## config.mk

```make
export PLATFORM = sky130hd
export DESIGN_NAME = cpt_ram
export DESIGN_NICKNAME = d
export VERILOG_FILES = /design/src/hw/rtl/cpt_ram.sv
export SDC_FILE = /design/constraint.sdc
export NUM_CORES = 1
export LEC_CHECK = 0
export ABC_AREA = 1
export BUFFER_PORTS_ARGS = -buffer_cell sky130_fd_sc_hd__clkbuf_2
export CAP_MARGIN = 30
export CORE_MARGIN = 1
export CORE_UTILIZATION = 52
export CTS_BUF_LIST = sky130_fd_sc_hd__clkbuf_4
export DETAILED_ROUTE_END_ITERATION = 8
export PLACE_DENSITY = 0.78
export SLEW_MARGIN = 5
export SYNTH_ARGS = -nofsm -noshare
export SYNTH_HDL_FRONTEND = slang
export SYNTH_SLANG_ARGS = --single-unit
export TNS_END_PERCENT = 1
```

## constraint.sdc

```tcl
create_clock -name clock -period 1.33 [get_ports clock]
set_input_delay 0.266 -clock clock [delete_from_list [all_inputs] [get_ports clock]]
set_output_delay 0.266 -clock clock [all_outputs]
set_load 0.005 [all_outputs]
```

## src/hw/rtl/cpt_ram.sv

```systemverilog
// Generic single-write, single-read RAM with registered read data.
module cpt_ram #(
   parameter int WIDTH = 8,
   parameter int DEPTH = 2
) (
   input  logic                                      clock,
   input  logic                                      wr_en,
   input  logic [((DEPTH > 1) ? $clog2(DEPTH) : 1)-1:0] wr_addr,
   input  logic [WIDTH-1:0]                          wr_data,
   input  logic [((DEPTH > 1) ? $clog2(DEPTH) : 1)-1:0] rd_addr,
   output logic [WIDTH-1:0]                          rd_data
);

   logic [WIDTH-1:0] mem_ff [DEPTH];
   logic [WIDTH-1:0] rd_data_ff;

   // Write on enable, read every cycle into the output register
   always_ff @(posedge clock) begin
      if (wr_en) begin
         mem_ff[wr_addr] <= wr_data;
      end
      rd_data_ff <= mem_ff[rd_addr];
   end

   assign rd_data = rd_data_ff;

endmodule

```

==> reports/metrics.cfg <==
[setup_path]
cp_num_cells=1
crit_start=rd_data[0]
cp_top_family=flip-flops
crit_arrival_ns=0.74
cp.buffers_inverters=1
reg2reg_depth=2
critPathLaunchType=flip-flop
critPathMaxFanout=1
r2r-start=mem_ff[0][0]
required_ns=1.06
rrSetupSlack_ns=0.69
slowest_stage=dfxtp_1
path_cells=clkbuf_2
crit_path_end_kind=output port
path_class=reg -> out
rr_endpoint=rd_data[0]
cp_slowest_stage_delay_ns=0.33
timing.critical_path.to=rd_data[0]

[power]
p_per_area_mw_per_mm2=1390
switching_share_pct=20.0
p_switching_mw=0.250
p_leak_nw=0.409
irDropWorstVdd_mv=0.866
clockPowerShare_pct=24.1
p_int_mw=1.00
p_seq_share_pct=69.3
p_comb_share_pct=6.7

[global_route]
grt_pass1_vias=335
grt.overflow.total=0
grt_usage_pct=14.0
grt_pass1_wl_um=1350
grt_max_degree=14
antenna_found_initial=0

[sta]
tightest_slew_ns=0.310
fin_setup_tns_ns=0
fin_crit_ns=1.00
setup_violations=0
rsz0062_at_grt=no
fmax_mhz=997
drv_slew=0
finalCritPeriodShare_pct=75.4
fin_hold_ws_ns=0.141
hold_viol_final=0
finalClockSkew_ns=0.00440
slew_headroom_pct=79.3
setup_ws_ns=0.327

[synth]
synth_edf_count=16
ys.flop_type=edfxtp_1
syn_area_um2=761
yosys-top-cells-area=edfxtp_1 63%, dfxtp_1 21%, nand2_1 12%, buf_6 1.5%, inv_1 0.99%
synth_warnings=0
yosysMostFrequentCell=nand2_1
synthArstFlopShare_pct=0
synth_fp_nets=66
ys_seq_elements=24
synth_cell_types=7
synth.avg_cell_area_um2=14.1
seq_area_frac_synth_pct=84.2
syn_inst=54
yosys.area.top_type=edfxtp_1
synth_commonest_cells=25 x nand2_1, 16 x edfxtp_1, 8 x dfxtp_1
synth.top_cell.area_share_pct=63.2

[clock_tree]
cts_resized=0
worstSkewPairLatency_ns=0.30
htreeDepth=1
cts.sinks=24
cts_made_buffers=3
cts_setup_buffers=0
root_buffer=clkbuf_4
path_clk_slew_ns=0.12
cts_max_path_buffers=2
hold_buffers=0
cts_tree=done

[flow_run]
max_cap_violations=0

[floorplanning]
initial_utilization_pct=57.0
die_w_um=40.3
dieArea_mm2=0.00162
ioPinCount=20
num_rows=13
core_mm2=0.00133
die_h_um=40.3

[detailed_routing]
vias=426
vias_per_cell=4.63
initialDrtViolationCount=15
routedWlPerCell_um=10.5
drt-total-wl_um=966
dr.pass1.iters=4
drc=0
drtAntennaViolNets=0

[placed_design]
gp_congestion=0.677
io_buffers=19
pre_cts_slack_ns=0.351

[hold_path]
hold_path_startpoint=wr_data[0]
min_path_type=in -> reg

[run_status]
status=completed

[finish]
fin_util_pct=67.3
syn2layout_area_growth_pct=17.9
layout.nets=90
insertedDiodeCount=0
layout-drive-gt1-share_pct=31.2

power groups by stage:
stage	Sequential [mW]	Clock (mW)	Combinational, mW
final	0.866	0.301	0.0835
after floorplan	0.885	0	0.0345
after detailed placement	0.883	0	0.0838
after global placement	0.881	0	0.0809
after global routing	0.873	0.342	0.0946
after CTS	0.866	0.307	0.0842
cells in the final DEF (no fill, tap or decap):
| cell | synthesis | routed |
|---|---|---|
| nor2_1 | 1 | 1 |
| clkbuf_2 | 0 | 19 |
| inv_1 | 2 | 2 |
| clkinv_1 | 0 | 1 |
| edfxtp_1 | 16 | 16 |
| dfxtp_1 | 8 | 8 |
| inv_2 | 1 | 1 |
| clkbuf_4 | 0 | 3 |
| buf_4 | 0 | 1 |
| nand2_1 | 25 | 25 |
how the worst min path moves through the flow:
| stage | end | slack (ns) | cells past startpoint |
|---|---|---|---|
| floorplan | mem_ff[0][0] | 0.36 | 0 |
| global placement | rd_data[6] | 0.42 | 2 |
| detailed placement | rd_data[6] | 0.43 | 2 |
| CTS | mem_ff[1][3] | 0.14 | 1 |
| global route | mem_ff[1][7] | 0.13 | 1 |
| finish | mem_ff[0][0] | 0.14 | 1 |
metrics by stage:
| stage | std cells | total power, mW | cell area, um^2 |
|---|---|---|---|
| final | 92 | 1.25 | 897 |
| after global routing | 92 | 1.31 | 897 |
| after CTS | 92 | 1.26 | 897 |
| after detailed placement | 88 | 0.967 | 871 |
| after global placement | 88 | 0.962 | 871 |
| after floorplan | 54 | 0.919 | 761 |
final cells by class:
cell class	instances	area, um^2
multi-input cells	26	97.6
well taps	15	18.8
repair buffers	20	103
flip-flops and latches	24	641
clock inverters	1	3.75
clock buffers	3	22.5
fillers	92	437
inverters	3	11.3
flip-flops by register name (all words and copies together), names as in the netlist:
| register | cells |
|---|---|
| mem_ff | 16 |
| rd_data | 8 |
cell families (layout without fill, tap and decap cells):
| kind of cell | after synthesis | count (layout) | synth area share, % |
|---|---|---|---|
| and+or+nand+nor | 26 | 26 | 12.8 |
| DFF | 24 | 24 | 84.2 |
| buffers and inverters | 4 | 27 | 2.96 |
routing by layer:
layer	GRT usage (%)	up-vias	wire, um
met2	21.0	17	515
li1	-	223	-
met4	12.5	0	12
met5	0	-	0
met3	3.33	2	51
met1	16.6	184	386
Note: power is estimated with default switching activity, not from simulation.
